[src/hdl/dfdg_pkg.sv]
// Shared types, constants and codes of the depth frequency dispatch gate.
// No dependencies; the config interface, divider, controller, datapath, top level and checker import it.
`timescale 1ns / 1ps

package dfdg_pkg;

  // Delay slot table size and derived widths
  localparam int DELAY_SLOTS = 256;
  localparam int SLOT_W      = $clog2(DELAY_SLOTS);
  localparam int CNT_IN_W    = 8;
  localparam int CNT_OUT_W   = 9;
  localparam int DLY_W       = (SLOT_W + 1 > CNT_OUT_W) ? SLOT_W + 1 : CNT_OUT_W;

  // Iterative divider geometry
  localparam int DIV_N     = 17;
  localparam int DIV_D     = 16;
  localparam int DIV_CNT_W = $clog2(DIV_N);

  // Configuration port geometry
  localparam int CFG_IDX_W  = 3;
  localparam int CFG_DATA_W = 17;

  // Configuration register indexes
  typedef enum logic [CFG_IDX_W-1:0] {
    CFG_TIMING_MASK = 3'd0,
    CFG_FREQUENCY   = 3'd1,
    CFG_FREQ_OFFSET = 3'd2,
    CFG_MAX_DEPTH   = 3'd3
  } cfg_reg_t;

  // Register reset values
  localparam logic [10:0]        MASK_RESET = 11'd8;
  localparam logic signed [16:0] FREQ_RESET = 17'sd1;
  localparam logic [15:0]        OFS_RESET  = 16'd0;
  localparam logic signed [16:0] MAX_RESET  = -17'sd1;

  // Timing point bit indexes
  localparam logic [3:0] TP_AFTER_LP_NODE       = 4'd3;
  localparam logic [3:0] TP_AFTER_PSEUDO_NODE   = 4'd4;
  localparam logic [3:0] TP_AFTER_LP_PLUNGE     = 4'd5;
  localparam logic [3:0] TP_AFTER_PSEUDO_PLUNGE = 4'd6;
  localparam logic [3:0] TP_BEFORE_PRESOL       = 4'd8;
  localparam logic [3:0] TP_DURING_PRESOL       = 4'd9;

  // Outcome codes
  localparam logic [2:0] OUT_NOT_RUN = 3'd0;
  localparam logic [2:0] OUT_DELAYED = 3'd1;
  localparam logic [2:0] OUT_FOUND   = 3'd2;
  localparam logic [2:0] OUT_NONE    = 3'd3;
  localparam logic [2:0] OUT_INVALID = 3'd4;

  // Controller states
  typedef enum logic [1:0] {
    ST_IDLE,
    ST_START,
    ST_DIVIDE,
    ST_COMMIT
  } state_t;

  // Controller to datapath commands
  typedef struct packed {
    logic take;
    logic load;
    logic div_start;
    logic commit;
  } ctrl_cmd_t;

  // Datapath to controller status
  typedef struct packed {
    logic item_valid;
    logic div_done;
    logic out_free;
  } ctrl_status_t;

endpackage

[src/hdl/dfdg_item_if.sv]
// Input item channel of the dispatch gate: valid, ready and one node event.
// Depends on nothing.
`timescale 1ns / 1ps

interface dfdg_item_if;
  logic              valid;
  logic              ready;
  logic signed [16:0] node_depth;
  logic signed [16:0] fork_depth;
  logic [3:0]        timing_point;
  logic [7:0]        delayed_count_in;
  logic [2:0]        callback_outcome;
  logic [7:0]        new_solutions;
  logic [7:0]        new_best_solutions;

  modport source (
    output valid, node_depth, fork_depth, timing_point, delayed_count_in,
           callback_outcome, new_solutions, new_best_solutions,
    input  ready
  );

  modport sink (
    input  valid, node_depth, fork_depth, timing_point, delayed_count_in,
           callback_outcome, new_solutions, new_best_solutions,
    output ready
  );
endinterface

[src/hdl/dfdg_result_if.sv]
// Result channel of the dispatch gate: valid, ready and one decision.
// Depends on nothing.
`timescale 1ns / 1ps

interface dfdg_result_if;
  logic        valid;
  logic        ready;
  logic        executed;
  logic [2:0]  final_outcome;
  logic [8:0]  delayed_count_out;
  logic        resort_needed;
  logic [31:0] call_total;
  logic [31:0] solution_total;
  logic [31:0] best_solution_total;

  modport source (
    output valid, executed, final_outcome, delayed_count_out, resort_needed,
           call_total, solution_total, best_solution_total,
    input  ready
  );

  modport sink (
    input  valid, executed, final_outcome, delayed_count_out, resort_needed,
           call_total, solution_total, best_solution_total,
    output ready
  );
endinterface

[src/hdl/dfdg_cfg_if.sv]
// Configuration write channel of the dispatch gate: register index and data.
// Depends on dfdg_pkg for the index and data widths.
`timescale 1ns / 1ps

interface dfdg_cfg_if import dfdg_pkg::*; ();
  logic                  valid;
  logic                  ready;
  logic [CFG_IDX_W-1:0]  index;
  logic [CFG_DATA_W-1:0] data;

  modport source (output valid, index, data, input ready);
  modport sink (input valid, index, data, output ready);
endinterface

[src/hdl/dfdg_div.sv]
// Restoring divider, one quotient bit per cycle, for the depth period tests.
// Depends on dfdg_pkg for the operand widths.
`timescale 1ns / 1ps

module dfdg_div import dfdg_pkg::*; (
  input  logic             clk,
  input  logic             rst,
  input  logic             start,
  input  logic [DIV_N-1:0] dividend,
  input  logic [DIV_D-1:0] divisor,
  output logic             done,
  output logic [DIV_N-1:0] quotient,
  output logic [DIV_D-1:0] remainder
);

  logic                 busy;
  logic [DIV_CNT_W-1:0] step;
  logic [DIV_D:0]       partial;
  logic [DIV_D:0]       diff;
  logic                 fits;
  logic [DIV_D-1:0]     remainder_next;
  logic [DIV_N-1:0]     quotient_next;

  // Shift in the next dividend bit and try to subtract the divisor
  always_comb begin
    partial        = {remainder, quotient[DIV_N-1]};
    diff           = partial - {1'b0, divisor};
    fits           = partial >= {1'b0, divisor};
    remainder_next = fits ? diff[DIV_D-1:0] : partial[DIV_D-1:0];
    quotient_next  = {quotient[DIV_N-2:0], fits};
  end

  // Step counter and done pulse
  always_ff @(posedge clk) begin
    if (rst) begin
      busy <= 1'b0;
      step <= '0;
      done <= 1'b0;
    end else begin
      done <= 1'b0;
      if (start) begin
        busy <= 1'b1;
        step <= '0;
      end else if (busy) begin
        step <= step + 1'b1;
        if (step == DIV_CNT_W'(DIV_N - 1)) begin
          busy <= 1'b0;
          done <= 1'b1;
        end
      end
    end
  end

  // Partial remainder and quotient shift register
  always_ff @(posedge clk) begin
    if (start) begin
      quotient  <= dividend;
      remainder <= '0;
    end else if (busy) begin
      quotient  <= quotient_next;
      remainder <= remainder_next;
    end
  end

endmodule

[src/hdl/dfdg_ctrl.sv]
// Controller of the dispatch gate: sequences load, division and commit.
// Depends on dfdg_pkg for the state type and the command and status structs.
`timescale 1ns / 1ps

module dfdg_ctrl import dfdg_pkg::*; (
  input  logic         clk,
  input  logic         rst,
  input  ctrl_status_t status,
  output ctrl_cmd_t    cmd
);

  state_t state;
  state_t state_next;

  // State register
  always_ff @(posedge clk) begin
    if (rst) begin
      state <= ST_IDLE;
    end else begin
      state <= state_next;
    end
  end

  // Next state
  always_comb begin
    state_next = state;
    case (state)
      ST_IDLE: begin
        if (status.item_valid) state_next = ST_START;
      end
      ST_START: begin
        state_next = ST_DIVIDE;
      end
      ST_DIVIDE: begin
        if (status.div_done) state_next = ST_COMMIT;
      end
      ST_COMMIT: begin
        if (status.out_free) state_next = ST_IDLE;
      end
      default: begin
        state_next = ST_IDLE;
      end
    endcase
  end

  // Commands
  always_comb begin
    cmd = '0;
    case (state)
      ST_IDLE: begin
        cmd.take = 1'b1;
        cmd.load = status.item_valid;
      end
      ST_START: begin
        cmd.div_start = 1'b1;
      end
      ST_DIVIDE: begin
        cmd = '0;
      end
      ST_COMMIT: begin
        cmd.commit = status.out_free;
      end
      default: begin
        cmd = '0;
      end
    endcase
  end

endmodule

[src/hdl/dfdg_dp.sv]
// Datapath of the dispatch gate: config registers, item capture, the two
// period dividers, the run decision, delay slot, counters and result register.
// Depends on dfdg_pkg, dfdg_div and the result and config interfaces.
`timescale 1ns / 1ps

module dfdg_dp import dfdg_pkg::*; (
  input  logic               clk,
  input  logic               rst,
  input  ctrl_cmd_t          cmd,
  output ctrl_status_t       status,
  input  logic               item_valid,
  input  logic signed [16:0] node_depth_in,
  input  logic signed [16:0] fork_depth_in,
  input  logic [3:0]         timing_point_in,
  input  logic [7:0]         delayed_count_in,
  input  logic [2:0]         callback_outcome_in,
  input  logic [7:0]         new_solutions_in,
  input  logic [7:0]         new_best_solutions_in,
  dfdg_cfg_if.sink           cfg,
  dfdg_result_if.source      result
);

  // Configuration registers
  logic [10:0]        timing_mask;
  logic signed [16:0] frequency;
  logic [15:0]        frequency_offset;
  logic signed [16:0] max_depth;

  // Captured item
  logic signed [16:0] node_depth;
  logic signed [16:0] fork_depth;
  logic [3:0]         timing_point;
  logic [7:0]         delayed_count;
  logic [2:0]         callback_outcome;
  logic [7:0]         new_solutions;
  logic [7:0]         new_best_solutions;

  // Task state
  logic              slot_valid;
  logic [SLOT_W-1:0] slot;
  logic [31:0]       run_counter;
  logic [31:0]       found_counter;
  logic [31:0]       best_counter;

  // Result register
  logic        out_valid;
  logic        res_executed;
  logic [2:0]  res_outcome;
  logic [8:0]  res_count;
  logic        res_resort;

  // Divider results
  logic             done_a;
  logic             done_b;
  logic [DIV_N-1:0] quo_a;
  logic [DIV_N-1:0] quo_b;
  logic [DIV_D-1:0] rem_a;
  logic [DIV_D-1:0] rem_b;

  function automatic logic [31:0] sat_add(input logic [31:0] a, input logic [31:0] b);
    logic [32:0] s;
    s = {1'b0, a} + {1'b0, b};
    return s[32] ? 32'hFFFF_FFFF : s[31:0];
  endfunction

  // Accept every configuration write
  assign cfg.ready = 1'b1;

  always_ff @(posedge clk) begin
    if (rst) begin
      timing_mask      <= MASK_RESET;
      frequency        <= FREQ_RESET;
      frequency_offset <= OFS_RESET;
      max_depth        <= MAX_RESET;
    end else if (cfg.valid) begin
      case (cfg.index)
        CFG_TIMING_MASK: timing_mask      <= cfg.data[10:0];
        CFG_FREQUENCY:   frequency        <= $signed(cfg.data[16:0]);
        CFG_FREQ_OFFSET: frequency_offset <= cfg.data[15:0];
        CFG_MAX_DEPTH:   max_depth        <= $signed(cfg.data[16:0]);
        default: begin
        end
      endcase
    end
  end

  // Capture the item on transfer
  always_ff @(posedge clk) begin
    if (cmd.load) begin
      node_depth         <= node_depth_in;
      fork_depth         <= fork_depth_in;
      timing_point       <= timing_point_in;
      delayed_count      <= delayed_count_in;
      callback_outcome   <= callback_outcome_in;
      new_solutions      <= new_solutions_in;
      new_best_solutions <= new_best_solutions_in;
    end
  end

  // Operand preparation
  logic               f_nonneg;
  logic               f_zero;
  logic               f_pos;
  logic signed [17:0] depth_x;
  logic signed [17:0] ofs_x;
  logic signed [17:0] rel_c;
  logic signed [18:0] num_a;
  logic signed [18:0] num_b;
  logic               d_ge;
  logic               d_eq;
  logic [15:0]        mask_wide;
  logic               in_mask;
  logic               case_presol;
  logic               case_skip;
  logic [DIV_N-1:0]   dividend_a;

  always_comb begin
    f_nonneg    = !frequency[16];
    f_zero      = frequency == 17'sd0;
    f_pos       = f_nonneg && !f_zero;
    depth_x     = $signed({node_depth[16], node_depth});
    ofs_x       = $signed({2'b00, frequency_offset});
    rel_c       = depth_x - ofs_x;
    num_a       = $signed({{2{node_depth[16]}}, node_depth})
                + $signed({{2{frequency[16]}}, frequency})
                - $signed({3'b000, frequency_offset});
    num_b       = $signed({{2{fork_depth[16]}}, fork_depth})
                + $signed({{2{frequency[16]}}, frequency})
                - $signed({3'b000, frequency_offset});
    d_ge        = depth_x >= ofs_x;
    d_eq        = depth_x == ofs_x;
    mask_wide   = {5'b00000, timing_mask};
    in_mask     = mask_wide[timing_point];
    case_presol = in_mask && (timing_point == TP_BEFORE_PRESOL ||
                              timing_point == TP_DURING_PRESOL);
    case_skip   = !case_presol && !timing_mask[TP_AFTER_PSEUDO_NODE] &&
                  (timing_point == TP_AFTER_LP_NODE || timing_point == TP_AFTER_LP_PLUNGE);
    dividend_a  = case_skip ? num_a[DIV_N-1:0] : rel_c[DIV_N-1:0];
  end

  // Period dividers: node term and fork term run side by side
  dfdg_div u_div_a (
    .clk       (clk),
    .rst       (rst),
    .start     (cmd.div_start),
    .dividend  (dividend_a),
    .divisor   (frequency[DIV_D-1:0]),
    .done      (done_a),
    .quotient  (quo_a),
    .remainder (rem_a)
  );

  dfdg_div u_div_b (
    .clk       (clk),
    .rst       (rst),
    .start     (cmd.div_start),
    .dividend  (num_b[DIV_N-1:0]),
    .divisor   (frequency[DIV_D-1:0]),
    .done      (done_b),
    .quotient  (quo_b),
    .remainder (rem_b)
  );

  // Run decision
  logic base_run;
  logic run_limited;
  logic run_forced;
  logic plunge_only;
  logic delayed;
  logic run_final;
  logic invalid;

  always_comb begin
    if (case_presol) begin
      base_run = f_nonneg;
    end else if (case_skip) begin
      // a negative fork term truncates to a quotient of zero or below
      base_run = f_pos && d_ge && (num_b[18] || (quo_a != quo_b));
    end else begin
      base_run = f_pos && d_ge && (rem_a == '0);
    end
    run_limited = (base_run || (d_eq && f_zero)) &&
                  (max_depth == -17'sd1 || node_depth <= max_depth);
    run_forced  = run_limited || slot_valid;
    plunge_only = (timing_point == TP_AFTER_LP_NODE && !timing_mask[TP_AFTER_LP_NODE] &&
                   timing_mask[TP_AFTER_LP_PLUNGE]) ||
                  (timing_point == TP_AFTER_PSEUDO_NODE &&
                   !timing_mask[TP_AFTER_PSEUDO_NODE] &&
                   timing_mask[TP_AFTER_PSEUDO_PLUNGE]);
    delayed     = run_forced && plunge_only;
    run_final   = run_forced && !plunge_only && in_mask;
    invalid     = callback_outcome >= OUT_INVALID;
  end

  // Delay slot bookkeeping values
  logic [DLY_W-1:0] cnt_x;
  logic [DLY_W-1:0] slot_cap;
  logic [DLY_W-1:0] cnt_inc;
  logic [DLY_W-1:0] cnt_cap;

  always_comb begin
    cnt_x    = DLY_W'(delayed_count);
    slot_cap = (cnt_x < DLY_W'(DELAY_SLOTS - 1)) ? cnt_x : DLY_W'(DELAY_SLOTS - 1);
    cnt_inc  = cnt_x + DLY_W'(1);
    cnt_cap  = (cnt_inc < DLY_W'(DELAY_SLOTS)) ? cnt_inc : DLY_W'(DELAY_SLOTS);
  end

  // Next task state and result
  logic              slot_valid_next;
  logic [SLOT_W-1:0] slot_next;
  logic [31:0]       run_counter_next;
  logic [31:0]       found_counter_next;
  logic [31:0]       best_counter_next;
  logic [2:0]        outcome_next;
  logic [8:0]        count_next;
  logic              resort_next;

  always_comb begin
    slot_valid_next    = slot_valid;
    slot_next          = slot;
    run_counter_next   = run_counter;
    found_counter_next = found_counter;
    best_counter_next  = best_counter;
    outcome_next       = OUT_NOT_RUN;
    count_next         = {1'b0, delayed_count};
    resort_next        = 1'b0;
    if (run_final && invalid) begin
      outcome_next = OUT_INVALID;
    end else begin
      if (delayed) outcome_next = OUT_DELAYED;
      if (run_final) begin
        outcome_next = callback_outcome;
        if (callback_outcome == OUT_FOUND || callback_outcome == OUT_NONE) begin
          run_counter_next = sat_add(run_counter, 32'd1);
        end
        found_counter_next = sat_add(found_counter, {24'd0, new_solutions});
        best_counter_next  = sat_add(best_counter, {24'd0, new_best_solutions});
        if (callback_outcome != OUT_DELAYED && slot_valid) begin
          slot_valid_next = 1'b0;
          resort_next     = 1'b1;
        end
      end
      // take or renew the delay slot
      if (outcome_next == OUT_DELAYED || slot_valid_next) begin
        if (!slot_valid_next || slot_next != slot_cap[SLOT_W-1:0]) resort_next = 1'b1;
        slot_valid_next = 1'b1;
        slot_next       = slot_cap[SLOT_W-1:0];
        count_next      = cnt_cap[CNT_OUT_W-1:0];
      end
    end
  end

  // Commit task state
  always_ff @(posedge clk) begin
    if (rst) begin
      slot_valid    <= 1'b0;
      run_counter   <= '0;
      found_counter <= '0;
      best_counter  <= '0;
    end else if (cmd.commit) begin
      slot_valid    <= slot_valid_next;
      run_counter   <= run_counter_next;
      found_counter <= found_counter_next;
      best_counter  <= best_counter_next;
    end
  end

  always_ff @(posedge clk) begin
    if (cmd.commit) slot <= slot_next;
  end

  // Result register: hold until transfer
  always_ff @(posedge clk) begin
    if (rst) begin
      out_valid <= 1'b0;
    end else if (cmd.commit) begin
      out_valid <= 1'b1;
    end else if (result.ready) begin
      out_valid <= 1'b0;
    end
  end

  always_ff @(posedge clk) begin
    if (cmd.commit) begin
      res_executed <= run_final;
      res_outcome  <= outcome_next;
      res_count    <= count_next;
      res_resort   <= resort_next;
    end
  end

  assign result.valid               = out_valid;
  assign result.executed            = res_executed;
  assign result.final_outcome       = res_outcome;
  assign result.delayed_count_out   = res_count;
  assign result.resort_needed       = res_resort;
  assign result.call_total          = run_counter;
  assign result.solution_total      = found_counter;
  assign result.best_solution_total = best_counter;

  // Status to the controller
  assign status.item_valid = item_valid;
  assign status.div_done   = done_a && done_b;
  assign status.out_free   = !out_valid || result.ready;

endmodule

[src/hdl/depth_frequency_dispatch_gate_unit.sv]
// Depth frequency dispatch gate: decides per search-node event whether the task runs.
// Depends on dfdg_pkg, the three channel interfaces, dfdg_ctrl and dfdg_dp.
`timescale 1ns / 1ps

// One node event is processed at a time. After the input transfer the controller
// passes through the divider start state, waits while the two 17-bit restoring
// dividers work out the node term and fork term side by side, and then commits the
// result once the output register is free. Input ready returns in the cycle after
// the commit, so no new event is taken before the last one is committed. The
// result then waits in the output register, and a stalled result sink costs nothing
// until a second result is ready to commit. Input ready stays low while reset is high.
// Configuration writes are taken in every cycle; there is no clearing pass after reset.

module depth_frequency_dispatch_gate_unit import dfdg_pkg::*; (
  input  logic          clk,
  input  logic          rst,
  dfdg_item_if.sink     item,
  dfdg_result_if.source result,
  dfdg_cfg_if.sink      cfg
);

  ctrl_cmd_t    cmd;
  ctrl_status_t status;

  // Input ready comes from the controller; hold it low during reset
  assign item.ready = cmd.take && !rst;

  dfdg_ctrl u_ctrl (
    .clk    (clk),
    .rst    (rst),
    .status (status),
    .cmd    (cmd)
  );

  dfdg_dp u_dp (
    .clk                   (clk),
    .rst                   (rst),
    .cmd                   (cmd),
    .status                (status),
    .item_valid            (item.valid),
    .node_depth_in         (item.node_depth),
    .fork_depth_in         (item.fork_depth),
    .timing_point_in       (item.timing_point),
    .delayed_count_in      (item.delayed_count_in),
    .callback_outcome_in   (item.callback_outcome),
    .new_solutions_in      (item.new_solutions),
    .new_best_solutions_in (item.new_best_solutions),
    .cfg                   (cfg),
    .result                (result)
  );

endmodule

[src/flat_wrapper.sv]
// flat-port wrapper written by rule: the top's interface ports become plain ports
module depth_frequency_dispatch_gate_unit_flat import dfdg_pkg::*;
  (clk, rst, item_valid, item_node_depth, item_fork_depth, item_timing_point, item_delayed_count_in, item_callback_outcome, item_new_solutions, item_new_best_solutions, item_ready, result_valid, result_executed, result_final_outcome, result_delayed_count_out, result_resort_needed, result_call_total, result_solution_total, result_best_solution_total, result_ready, cfg_valid, cfg_index, cfg_data, cfg_ready);
  dfdg_item_if item_i ();
  dfdg_result_if result_i ();
  dfdg_cfg_if cfg_i ();
  input  logic clk;
  input  logic rst;
  input wire logic [$bits(item_i.valid)-1:0] item_valid;
  input wire logic [$bits(item_i.node_depth)-1:0] item_node_depth;
  input wire logic [$bits(item_i.fork_depth)-1:0] item_fork_depth;
  input wire logic [$bits(item_i.timing_point)-1:0] item_timing_point;
  input wire logic [$bits(item_i.delayed_count_in)-1:0] item_delayed_count_in;
  input wire logic [$bits(item_i.callback_outcome)-1:0] item_callback_outcome;
  input wire logic [$bits(item_i.new_solutions)-1:0] item_new_solutions;
  input wire logic [$bits(item_i.new_best_solutions)-1:0] item_new_best_solutions;
  output wire logic [$bits(item_i.ready)-1:0] item_ready;
  output wire logic [$bits(result_i.valid)-1:0] result_valid;
  output wire logic [$bits(result_i.executed)-1:0] result_executed;
  output wire logic [$bits(result_i.final_outcome)-1:0] result_final_outcome;
  output wire logic [$bits(result_i.delayed_count_out)-1:0] result_delayed_count_out;
  output wire logic [$bits(result_i.resort_needed)-1:0] result_resort_needed;
  output wire logic [$bits(result_i.call_total)-1:0] result_call_total;
  output wire logic [$bits(result_i.solution_total)-1:0] result_solution_total;
  output wire logic [$bits(result_i.best_solution_total)-1:0] result_best_solution_total;
  input wire logic [$bits(result_i.ready)-1:0] result_ready;
  input wire logic [$bits(cfg_i.valid)-1:0] cfg_valid;
  input wire logic [$bits(cfg_i.index)-1:0] cfg_index;
  input wire logic [$bits(cfg_i.data)-1:0] cfg_data;
  output wire logic [$bits(cfg_i.ready)-1:0] cfg_ready;
  assign item_i.valid = item_valid;
  assign item_i.node_depth = item_node_depth;
  assign item_i.fork_depth = item_fork_depth;
  assign item_i.timing_point = item_timing_point;
  assign item_i.delayed_count_in = item_delayed_count_in;
  assign item_i.callback_outcome = item_callback_outcome;
  assign item_i.new_solutions = item_new_solutions;
  assign item_i.new_best_solutions = item_new_best_solutions;
  assign item_ready = item_i.ready;
  assign result_valid = result_i.valid;
  assign result_executed = result_i.executed;
  assign result_final_outcome = result_i.final_outcome;
  assign result_delayed_count_out = result_i.delayed_count_out;
  assign result_resort_needed = result_i.resort_needed;
  assign result_call_total = result_i.call_total;
  assign result_solution_total = result_i.solution_total;
  assign result_best_solution_total = result_i.best_solution_total;
  assign result_i.ready = result_ready;
  assign cfg_i.valid = cfg_valid;
  assign cfg_i.index = cfg_index;
  assign cfg_i.data = cfg_data;
  assign cfg_ready = cfg_i.ready;
  depth_frequency_dispatch_gate_unit u_core (.clk(clk), .rst(rst), .item(item_i), .result(result_i), .cfg(cfg_i));
endmodule
[config.mk]
export PLATFORM = sky130hd
export DESIGN_NAME = depth_frequency_dispatch_gate_unit_flat
export DESIGN_NICKNAME = d
export VERILOG_FILES = /design/src/hdl/dfdg_pkg.sv /design/src/hdl/dfdg_item_if.sv /design/src/hdl/dfdg_result_if.sv /design/src/hdl/dfdg_cfg_if.sv /design/src/hdl/dfdg_div.sv /design/src/hdl/dfdg_ctrl.sv /design/src/hdl/dfdg_dp.sv /design/src/hdl/depth_frequency_dispatch_gate_unit.sv /design/src/flat_wrapper.sv
export SDC_FILE = /design/constraint.sdc
export NUM_CORES = 1
export LEC_CHECK = 0
export BUFFER_PORTS_ARGS = -buffer_cell sky130_fd_sc_hd__buf_2
export CAP_MARGIN = 0
export CORE_MARGIN = 1.5
export CORE_UTILIZATION = 35
export DETAILED_ROUTE_END_ITERATION = 10
export HOLD_SLACK_MARGIN = 0.12
export PLACE_DENSITY_LB_ADDON = 0.08
export SYNTH_ARGS = -nofsm -noshare
export SYNTH_HDL_FRONTEND = slang
export SYNTH_SLANG_ARGS = --single-unit
export TNS_END_PERCENT = 20
[constraint.sdc]
create_clock -name clk -period 4.6 [get_ports clk]
set_input_delay 0.23 -clock clk [delete_from_list [all_inputs] [get_ports clk]]
set_output_delay 0.23 -clock clk [all_outputs]
set_load 0.02 [all_outputs]
==> results of run 1 <==
-- where the power goes --
| part | switching (W) | internal [W] |
|---|---|---|
| logic | 0.00284 | 0.00206 |
| registers | 0.000435 | 0.00366 |
| clock network | 0.00136 | 0.00214 |
-- area by class of cell --
| cell class | count | share of cell area |
|---|---|---|
| Clock buffer | 64 | 0.0541 |
| Inverter | 203 | 0.0315 |
| Multi-Input combinational cell | 1615 | 0.459 |
| Antenna cell | 1 | 0.000103 |
| Clock inverter | 14 | 0.00713 |
| Timing Repair Buffer | 321 | 0.0875 |
| Sequential cell | 328 | 0.321 |
| Tap cell | 756 | 0.0391 |
-- registers in the layout (all words and copies together), names as in the netlist, 4 cells and up --
register / flops
u_core.u_dp.result.delayed_count_out: 9
u_core.u_dp.delayed_count: 8
u_core.u_dp.frequency: 17
u_core.u_dp.slot: 8
u_core.u_dp.fork_depth: 17
u_core.u_dp.max_depth: 17
u_core.u_dp.u_div_a.remainder: 16
u_core.u_dp.new_solutions: 8
u_core.u_dp.result.solution_total: 32
u_core.u_dp.timing_mask: 11
u_core.u_dp.new_best_solutions: 8
u_core.u_dp.frequency_offset: 16
u_core.u_dp.u_div_b.quotient: 17
u_core.u_dp.node_depth: 17
u_core.u_dp.u_div_b.step: 5
u_core.u_dp.u_div_a.step: 5
u_core.u_dp.u_div_b.remainder: 16
u_core.u_dp.timing_point: 4
u_core.u_dp.result.best_solution_total: 32
u_core.u_dp.result.call_total: 32
u_core.u_dp.u_div_a.quotient: 17
-- cells by family (layout without fill, tap and decap cells) --
family,Yosys count,count (layout)
AOI/OAI and AO/OA,468,468
buffers and inverters,290,602
other,1,2
and+or+nand+nor,802,802
muxes,53,53
DFF,328,328
xor gates and xnor gates,126,126
adders and majority gates,165,165
-- stage by stage --
step,instance area (sq um),setup WS (ns)
2_1_floorplan,20000,0.990
3_3_place_gp,21900,0.365
3_5_place_dp,21900,0.279
4_1_cts,24200,0.273
5_1_grt,24200,0.0827
6_report,24200,0.372
-- Yosys cell counts, types with 10 or more instances --
master | number | area, sq um
a211oi_1 | 33 | 248
a21o_1 | 30 | 225
a21oi_1 | 143 | 716
a311oi_1 | 26 | 228
a31oi_1 | 28 | 175
and2_1 | 11 | 68.8
and3_1 | 42 | 263
and4_1 | 16 | 140
buf_2 | 16 | 80.1
clkbuf_1 | 59 | 221
dfxtp_1 | 207 | 4140
edfxtp_1 | 121 | 3630
fa_1 | 37 | 741
ha_1 | 128 | 1600
inv_1 | 202 | 758
mux2_2 | 17 | 191
mux2i_1 | 33 | 330
nand2_1 | 246 | 923
nand2b_1 | 10 | 62.6
nand3_1 | 62 | 310
nand4_1 | 39 | 244
nor2_1 | 194 | 728
nor2b_1 | 38 | 238
nor3_1 | 55 | 275
nor4_1 | 24 | 150
o211ai_1 | 27 | 203
o21a_1 | 23 | 173
o21ai_0 | 77 | 385
o311ai_0 | 10 | 87.6
or3_1 | 15 | 93.8
xnor2_1 | 64 | 561
xor2_1 | 62 | 543
-- layer usage --
layer  wire, microns  share of wire  up-vias  GRT usage
met4            2210          0.036        0     0.0794
met2           27200           0.44      381      0.331
met5               0              0        -          0
met1           28200           0.46     8134      0.279
li1                -              -     8511          -
met3            4070          0.066      103     0.0496
-- worst min-delay path by stage --
stage	startpoint	endpoint	slack [ns]
2_1_floorplan	item_callback_outcome[0]	u_core.u_dp.callback_outcome[0]	0.33
3_3_place_gp	item_fork_depth[3]	u_core.u_dp.fork_depth[3]	0.41
3_5_place_dp	item_delayed_count_in[0]	u_core.u_dp.delayed_count[0]	0.41
4_1_cts	cfg_index[0]	u_core.u_dp.timing_mask[8]	0.14
5_1_grt	rst	u_core.u_dp.result.valid	0.21
6_report	cfg_index[0]	u_core.u_dp.timing_mask[8]	0.17
-- critical path: cells and delay by family (launching register included) --
| family | cells | cell delay (ns) |
|---|---|---|
| buffers and inverters | 3 | 0.41 |
| adder cells (fa/ha/maj) | 2 | 0.91 |
| AO/OA/AOI/OAI | 5 | 1.16 |
| AND/OR/NAND/NOR | 4 | 1.23 |
| flip-flops | 1 | 0.36 |
-- what timing repair did --
item,in CTS,in global routing
setup endpoints to repair,0,8
hold endpoints to repair,128,0
gates resized for setup,0,1
setup buffers,0,0
hold buffers,84,0
==> metrics.md, run 1 <==
| Metric | Value |
|---|---|
| Area of the multi-input gates | `11100 sq um` |
| Syn Inst Count | `2233` |
| Most frequent cells in the layout | `246 x nand2_1, 207 x dfxtp_1, 202 x inv_1` |
| Achievable Freq | `between 200 and 250 MHz` |
| Clock transition at path regs | `0.06 ns` |
| First-pass GRT wire length | `96.9 mm` |
| Worst Setup SP | `u_core.u_dp.frequency[2]` |
| # fillers | `5507` |
| Yosys cell types | `96` |
| Pwr Total | `0.0125 W` |
| Post-route ant nets | `0` |
| H-tree levels | `2` |
| Final cell count without fillers | `between 3000 and 4000` |
| VDD IR max | `0.000315 V` |
| Hold Path Class | `in -> reg` |
| Storage element area | `7780 sq um` |
| Reg2reg start | `u_core.u_dp.frequency[2]` |
| Worst Path Class, Setup | `reg -> reg` |
| Simple-Gate Fraction of Synth Area | `0.199` |
| Mux contribution to synthesized area | `0.0289` |
| Port bufs | `201` |
| Main combinational cell family by area after synthesis | `simple AND/OR/NAND/NOR gates` |
| Crit. End Element | `register` |
| Worst setup SP type | `register` |
| Row cnt | `87` |
| Run status | `finished, final reports clean` |
| Final hold slack | `0.170 ns` |
| Final TNS setup | `0 ns` |
| Post-synth EDFFs | `121` |
| Most common cell after layout, fill and taps aside | `nand2_1` |
| Nets | `2767` |
| GRT overflow | `0` |
| Crit share post-route | `0.919` |
| Vias in the first global route | `around 17000` |
| Total Die Area | `58600 sq um` |
| Final Hold Viols | `0` |
| Slew HR | `0.202` |
| Initial cell density of the core | `0.354` |
| Starting DRT DRC Count | `roughly 1000` |
| Adder-Cell Fraction of Synth Area | `0.117` |
| CP max FO | `10` |
| Wire per inst | `between 15 and 20 microns` |
| Die height | `242 microns` |
| Worst r2r path cells | `14` |
| Longest Clk Path Bufs | `3` |
| Layout area overhead | `20.9%` |
| Ys flop type | `dfxtp_1` |
| Dpl hpwl | `roughly 47 mm` |
| Power per Cell Area | `516 nW/um^2` |
| First-pass DRT Iterations | `5` |
| Final setup fails | `0` |
| Vias | `17100` |
| Antenna violations before repair | `1` |
| Yosys reg bits | `~330` |
| Clk Latency, worst-skew pair | `0.59 ns` |
| Worst-Margin Slew | `1.20 ns` |
| Horiz. Die Dim | `242 microns` |
| Worst-case clock skew | `0.0349 ns` |
| TritonCTS clock tree | `built` |
| Critical Path AT | `4.66 ns` |
| Ys async rst share | `0` |
| Syn Area/Cell | `8.97 sq um` |
| Largest net degree at the start of global routing | `68` |
| LEAKAGE | `10.3 nW` |
| Post-Synth XOR/XNOR Area | `0.0551` |
| Ys Warns | `0` |
| Clk root buf | `clkbuf_16` |
| Final Max Slew Viols | `0` |
| CP endpoint | `u_core.u_dp.result.solution_total[15]` |
| Dpl cells | `between 3000 and 4000` |
| Compound-gate portion of the synthesized area | `0.155` |
| Worst r2r dst | `u_core.u_dp.result.solution_total[15]` |
| Final core occ | `0.429` |
| Placer Congestion | `0.885` |
| Post-synthesis cell area | `20000 sq um` |
| GRT Overall Usage | `0.210` |
| Max_cap viols | `0` |
| Total CTS buffers | `43` |
| Share of cells above drive strength 1 | `0.144` |
| WHS Path Cells | `4` |
| WP data required | `5.03 ns` |
| Drt via density | `5.19` |
| Sink Count | `328` |
| Placeable Area | `roughly 56000 sq um` |
| # DRC | `0` |
| Syn Nets | `2488` |
| Post-synthesis sequential area ratio | `0.388` |
| Critical-path cell list | `inv_1, fa_1, inv_1, ha_1, nor2b_1, o31a_1, o211ai_1, o311ai_1, buf_4, o211ai_2, and3_4, nand2_2, nor3_1, a311oi_1` |
| Min cycle time layout | `around 4.2 ns` |
| Reg2Reg Setup Slack | `about 0.37 ns` |
| Final wirelength | `61.7 mm` |
| Most common cell on crit path | `inv_1` |
| Slowest cell delay on critical path | `about 0.61 ns` |
| Slowest cell on crit path | `nor3_1` |
| Unrepaired setup endpoints after global routing | `no` |
| I/O pin cnt | `203` |
No activity file was read; power rests on OpenSTA's default activity.
==> inputs of run 2 (changes only) <==
--- a/config.mk
+++ b/config.mk
@@ -11,7 +11,7 @@
 export CORE_UTILIZATION = 35
 export DETAILED_ROUTE_END_ITERATION = 10
 export HOLD_SLACK_MARGIN = 0.12
-export PLACE_DENSITY_LB_ADDON = 0.08
+export PLACE_DENSITY_LB_ADDON = 0.1
 export SYNTH_ARGS = -nofsm -noshare
 export SYNTH_HDL_FRONTEND = slang
 export SYNTH_SLANG_ARGS = --single-unit
==> run 2 against run 1 <==
Combinational power barely moved. Sequential power barely moved. Register-to-register slack improved by 0.04 ns. Core utilization fell by 0.13 points. Wire length rose by 0.48%. Total power fell by 1.2%. Critical path type unchanged. Setup slack improved by 0.045 ns.
==> metrics.md, run 2 (synthesis results as in run 1) <==
| Metric | Value |
|---|---|
| Run status | `finished, final reports clean` |
| Placeable Area | `approximately 56000 sq um` |
| Pre-CTS setup slack | `0.373 ns` |
| DP Area | `21900 sq um` |
| Worst Setup SP | `u_core.u_dp.frequency[2]` |
| Worst setup SP type | `register` |
| Crit share post-route | `0.909` |
| Slew HR | `0.209` |
| Critical Path AT | `4.51 ns` |
| Min cycle time layout | `4.18 ns` |
| HP Start | `cfg_index[1]` |
| VDD IR max | `0.000288 V` |
| Starting DRT DRC Count | `around 1100` |
| Final Max Slew Viols | `0` |
| Share of cells above drive strength 1 | `0.141` |
| Achievable Freq | `roughly 240 MHz` |
| Cell-internal power | `0.00771 W` |
| Hold Path Class | `in -> reg` |
| Placer Congestion | `0.848` |
| Post-CTS repair timing setup buffer count | `0` |
| Clock transition at path regs | `0.06 ns` |
| LEAKAGE | `around 10 nW` |
| Slowest cell delay on critical path | `about 0.55 ns` |
| Sink Count | `about 330` |
| Final WS setup | `0.416 ns` |
| Post_cts resized | `0` |
| Clk root buf | `clkbuf_16` |
| Crit. End Element | `register` |
| H-tree levels | `2` |
| Total CTS buffers | `42` |
| Power per Cell Area | `511 nW/um^2` |
| Clock share of power | `0.274` |
| Post-route cell area | `24100 sq um` |
| Nets | `~2800` |
| Hold buffers post-CTS | `between 80 and 90` |
| Dpl cells | `3134` |
| Logic pwr share | `0.394` |
| WP data required | `4.93 ns` |
| Slowest cell on crit path | `fa_1` |
| First-pass DRT Iterations | `5` |
| Most frequent cells in the layout | `246 x nand2_1, 207 x dfxtp_1, 202 x inv_1` |
| Reg2reg start | `u_core.u_dp.frequency[2]` |
| Post-route ant nets | `0` |
| Sw power | `between 0.004 and 0.005 W` |
| Final TNS setup | `0 ns` |
| Worst-case clock skew | `0.0404 ns` |
| GRT overflow | `0` |
| I/O pin cnt | `203` |
| Vias in the first global route | `approximately 17000` |
| Port bufs | `201` |
| Max_cap viols | `0` |
| GRT Overall Usage | `0.208` |
| Horiz. Die Dim | `242 microns` |
| First-pass GRT wire length | `96.0 mm` |
| Sw Ratio | `0.375` |
| Clk Latency, worst-skew pair | `0.59 ns` |
| Row cnt | `87` |
| Final cell count without fillers | `3298` |
| Worst-Margin Slew | `1.19 ns` |
| Final Hold Viols | `0` |
| Critical-path cell list | `inv_1, fa_1, inv_1, ha_1, nor2b_1, o31a_1, o211ai_1, o311ai_1, buf_4, o211ai_2, and3_4, o311ai_1, buf_4, o31ai_1, o31ai_1` |
| Largest net degree at the start of global routing | `between 80 and 90` |
| Layout area overhead | `20.5%` |
| Antenna violations before repair | `2` |
| Drt via density | `5.20` |
| Longest Clk Path Bufs | `3` |
| Final wirelength | `between 60 and 70 mm` |
| Die height | `242 microns` |
| Vias | `approximately 17000` |
| # DRC | `0` |
| Initial cell density of the core | `0.354` |
| Worst Path Class, Setup | `reg -> reg` |
| Share of power burned in registers | `0.331` |
| CP max FO | `13` |
| Dpl hpwl | `45.2 mm` |
| Most common cell after layout, fill and taps aside | `nand2_1` |
| Final setup fails | `0` |
| TritonCTS clock tree | `built` |
| Unrepaired setup endpoints after global routing | `no` |
| Wire per inst | `18.8 microns` |
| Total Die Area | `58600 sq um` |
run 2: metal layers:
| layer | track usage | share of wire | up-vias |
|---|---|---|---|
| met5 | 0 | 0 | - |
| met4 | 0.0691 | 0.029 | 0 |
| met3 | 0.0474 | 0.062 | 97 |
| met2 | 0.319 | 0.43 | 368 |
| met1 | 0.289 | 0.48 | 8186 |
| li1 | - | - | 8498 |
run 2: worst max-delay path: cells and delay by family (launching register included):
| kind | cells | cell delay, ns |
|---|---|---|
| AOI/OAI and AO/OA | 7 | 1.57 |
| adders and majority gates | 2 | 0.89 |
| buffers and inverters | 4 | 0.51 |
| DFF | 1 | 0.36 |
| and+or+nand+nor | 2 | 0.59 |
run 2: stage by stage:
step | hold slack [ns] | power [W] | utilization
2_1_floorplan | 0.329 | 0.00763 | -
3_3_place_gp | 0.406 | 0.00887 | 0.387
3_5_place_dp | 0.408 | 0.00891 | 0.387
4_1_cts | 0.138 | 0.0124 | 0.427
5_1_grt | 0.207 | 0.0132 | 0.427
6_report | 0.176 | 0.0123 | 0.427
run 2: area by class of cell:
type / count / area [sq um]
antenna: 2 / 5.00
clock buffer: 64 / 1300
clock inverter: 13 / 124
fill: 5658 / 32400
inverter: 203 / 762
multi-input combinational: 1615 / 11100
sequential: 328 / 7780
tap: 756 / 946
timing repair buffer: 317 / 2100
run 2: final timing paths:
check	to	slack, ns	depth (start not counted)
max	u_core.u_dp.result.delayed_count_out[7]	0.42	15
min	u_core.u_dp.timing_mask[10]	0.18	4
max reg2reg	u_core.u_dp.result.delayed_count_out[7]	0.42	15
min reg2reg	u_core.u_dp.timing_mask[7]	0.45	2
run 2: power by group through the flow:
stage	registers (W)	logic [W]	clock network [W]
after floorplan	0.00397	0.00366	0
after global placement	0.00414	0.00473	0
after detailed placement	0.00414	0.00477	0
after CTS	0.00408	0.00486	0.00349
after global routing	0.00415	0.00544	0.00359
final	0.00409	0.00487	0.00339
==> inputs of run 3 (changes only) <==
--- a/config.mk
+++ b/config.mk
@@ -9,8 +9,10 @@
 export CAP_MARGIN = 0
 export CORE_MARGIN = 1.5
 export CORE_UTILIZATION = 35
+export CTS_BUF_LIST = sky130_fd_sc_hd__clkbuf_4
 export DETAILED_ROUTE_END_ITERATION = 10
 export HOLD_SLACK_MARGIN = 0.12
+export MAX_ROUTING_LAYER = met4
 export PLACE_DENSITY_LB_ADDON = 0.1
 export SYNTH_ARGS = -nofsm -noshare
 export SYNTH_HDL_FRONTEND = slang
==> run 3 against run 2 <==
Die area unchanged. Clock power down 7.4%. Maximum frequency up 0.34%. Total power down 1.6%. Cell count up 5.8%. Wire length up 2.5%. Core utilization up 1.4 points. Setup slack better by 0.014 ns. Critical path depth down 3. Design area up 3.3%. Sequential power about the same. Largest cell class unchanged. Largest power group unchanged. Highest routed layer unchanged.
==> metrics.md, run 3 (synthesis results as in run 1) <==
| Metric | Value |
|---|---|
| Run status | `finished, final reports clean` |
| Layout area overhead | `24.5%` |
| Worst-case clock skew | `between 0.07 and 0.08 ns` |
| Cell-internal power | `0.00745 W` |
| VDD IR max | `a little under 0.0002 V` |
| Clock transition at path regs | `roughly 0.060 ns` |
| Slew HR | `0.225` |
| Total Die Area | `58600 sq um` |
| Starting DRT DRC Count | `982` |
| H-tree levels | `3` |
| Final setup fails | `0` |
| Final cell count without fillers | `3488` |
| Final Max Slew Viols | `0` |
| Worst-Margin Slew | `1.16 ns` |
| Nets | `2905` |
| GRT overflow | `0` |
| First-pass GRT wire length | `between 90 and 100 mm` |
| Unrepaired setup endpoints after global routing | `no` |
| Area of the multi-input gates | `11100 sq um` |
| # DRC | `0` |
| Crit. End Element | `register` |
| Post-route ant nets | `0` |
| Drt via density | `roughly 5.1` |
| Port bufs | `approximately 200` |
| Sw power | `between 0.004 and 0.005 W` |
| Wire per inst | `18.2 microns` |
| Worst setup SP type | `register` |
| Sink Count | `about 330` |
| Clk Latency, worst-skew pair | `just under 0.9 ns` |
| First-pass DRT Iterations | `6` |
| Most frequent cells in the layout | `246 x nand2_1, 207 x dfxtp_1, 202 x inv_1` |
| Final TNS setup | `0 ns` |
| Critical Path AT | `4.84 ns` |
| Antenna violations before repair | `3` |
| Crit share post-route | `0.906` |
| Most common cell on crit path | `inv_1` |
| Logic pwr share | `0.405` |
| Achievable Freq | `~240 MHz` |
| Vias | `17900` |
| Placer Congestion | `0.861` |
| Clk root buf | `clkbuf_4` |
| CP max FO | `16` |
| Slowest cell delay on critical path | `0.88 ns` |
| Dpl cells | `3134` |
| Max_cap viols | `0` |
| Clock share of power | `0.259` |
| Longest Clk Path Bufs | `3` |
| LEAKAGE | `10.7 nW` |
| Post_cts resized | `0` |
| Post-CTS repair timing setup buffer count | `0` |
| Storage element area | `7780 sq um` |
| Dpl hpwl | `approximately 45 mm` |
| CP top delay family | `simple AND/OR/NAND/NOR gates` |
| GRT Overall Usage | `0.222` |
| Total CTS buffers | `between 100 and 150` |
| Critical-path cell list | `inv_1, fa_1, inv_1, ha_1, a21o_1, a2111oi_0, o31a_1, o22ai_1, nor2_1, and4_1, xnor2_1, o21ai_0` |
| Slowest cell on crit path | `nor2_1` |
| Power per Cell Area | `487 nW/um^2` |
| Worst Path Class, Setup | `reg -> reg` |
| Min cycle time layout | `4.17 ns` |
| Most common cell after layout, fill and taps aside | `nand2_1` |
| Largest net degree at the start of global routing | `between 80 and 90` |
| Final Hold Viols | `0` |
| Row cnt | `87` |
| CP bufs+invs | `2` |
| Share of power burned in registers | `0.336` |
| Horiz. Die Dim | `between 200 and 250 microns` |
| Pwr Total | `0.0121 W` |
| # fillers | `5614` |
| Hold Path Class | `in -> reg` |
| I/O pin cnt | `203` |
| Die height | `242 microns` |
| Vias in the first global route | `between 15000 and 20000` |
| WP data required | `roughly 5.3 ns` |
| Final wirelength | `63.5 mm` |
| Share of cells above drive strength 1 | `0.169` |
| Sw Ratio | `0.387` |
| Placeable Area | `56500 sq um` |
| TritonCTS clock tree | `built` |
| Initial cell density of the core | `0.354` |
==> run 3: power groups by stage <==
| stage | clock (W) | combinational (W) | sequential (W) |
|---|---|---|---|
| after floorplan | 0 | 0.00366 | 0.00397 |
| after global placement | 0 | 0.00473 | 0.00414 |
| after detailed placement | 0 | 0.00477 | 0.00414 |
| after CTS | 0.00326 | 0.00492 | 0.00408 |
| after global routing | 0.00343 | 0.00550 | 0.00414 |
| final | 0.00314 | 0.00492 | 0.00408 |
==> run 3: repair_timing <==
item                                    CTS  global route
endpoints found under the setup margin    0             0
endpoints found under the hold margin   199             0
hold buffers                            169             0
==> run 3: path summary, 6_finish.rpt <==
| kind | start | end | slack (ns) | depth (start not counted) |
|---|---|---|---|---|
| max reg2reg | u_core.u_dp.frequency[15] | u_core.u_dp.result.call_total[8] | 0.43 | 12 |
| max | u_core.u_dp.frequency[15] | u_core.u_dp.result.call_total[8] | 0.43 | 12 |
| min | cfg_data[11] | u_core.u_dp.frequency[11] | 0.21 | 4 |
| min reg2reg | u_core.u_dp.timing_mask[7] | u_core.u_dp.timing_mask[7] | 0.45 | 2 |
==> run 3: routing by layer <==
metal  track usage  wire length [microns]  share of wire
met3        0.0594                   4500          0.071
met2         0.328                  27600           0.43
met1         0.288                  29600           0.47
met4        0.0858                   1850          0.029
met5             -                      0              0
==> run 3: cell type report <==
class	count	share of cell area
multi-input combinational	1615	0.446
sequential	328	0.312
timing repair buffer	401	0.118
clock buffer	156	0.0470
tap	756	0.0379
inverter	203	0.0306
clock inverter	26	0.00818
antenna	3	0.000301
==> run 3: through the flow <==
stage | setup WS (ns) | hold WS [ns] | util | instance area (sq um)
finish | 0.430 | 0.215 | 0.441 | 24900
global route | 0.0585 | 0.176 | 0.441 | 24900
CTS | 0.398 | 0.122 | 0.441 | 24900
detailed placement | 0.373 | 0.408 | 0.387 | 21900
global placement | 0.502 | 0.406 | 0.387 | 21900
floorplan | 0.990 | 0.329 | - | 20000
==> run 3: worst reg2reg max path, cell delays in order (launching register included) <==
cell and delay, ns:
dfxtp_1 0.39, inv_1 0.17, fa_1 0.56, inv_1 0.04, ha_1 0.34, a21o_1 0.19
a2111oi_0 0.41, o31a_1 0.25, o22ai_1 0.18, nor2_1 0.88, and4_1 0.35, xnor2_1 0.11
o21ai_0 0.08
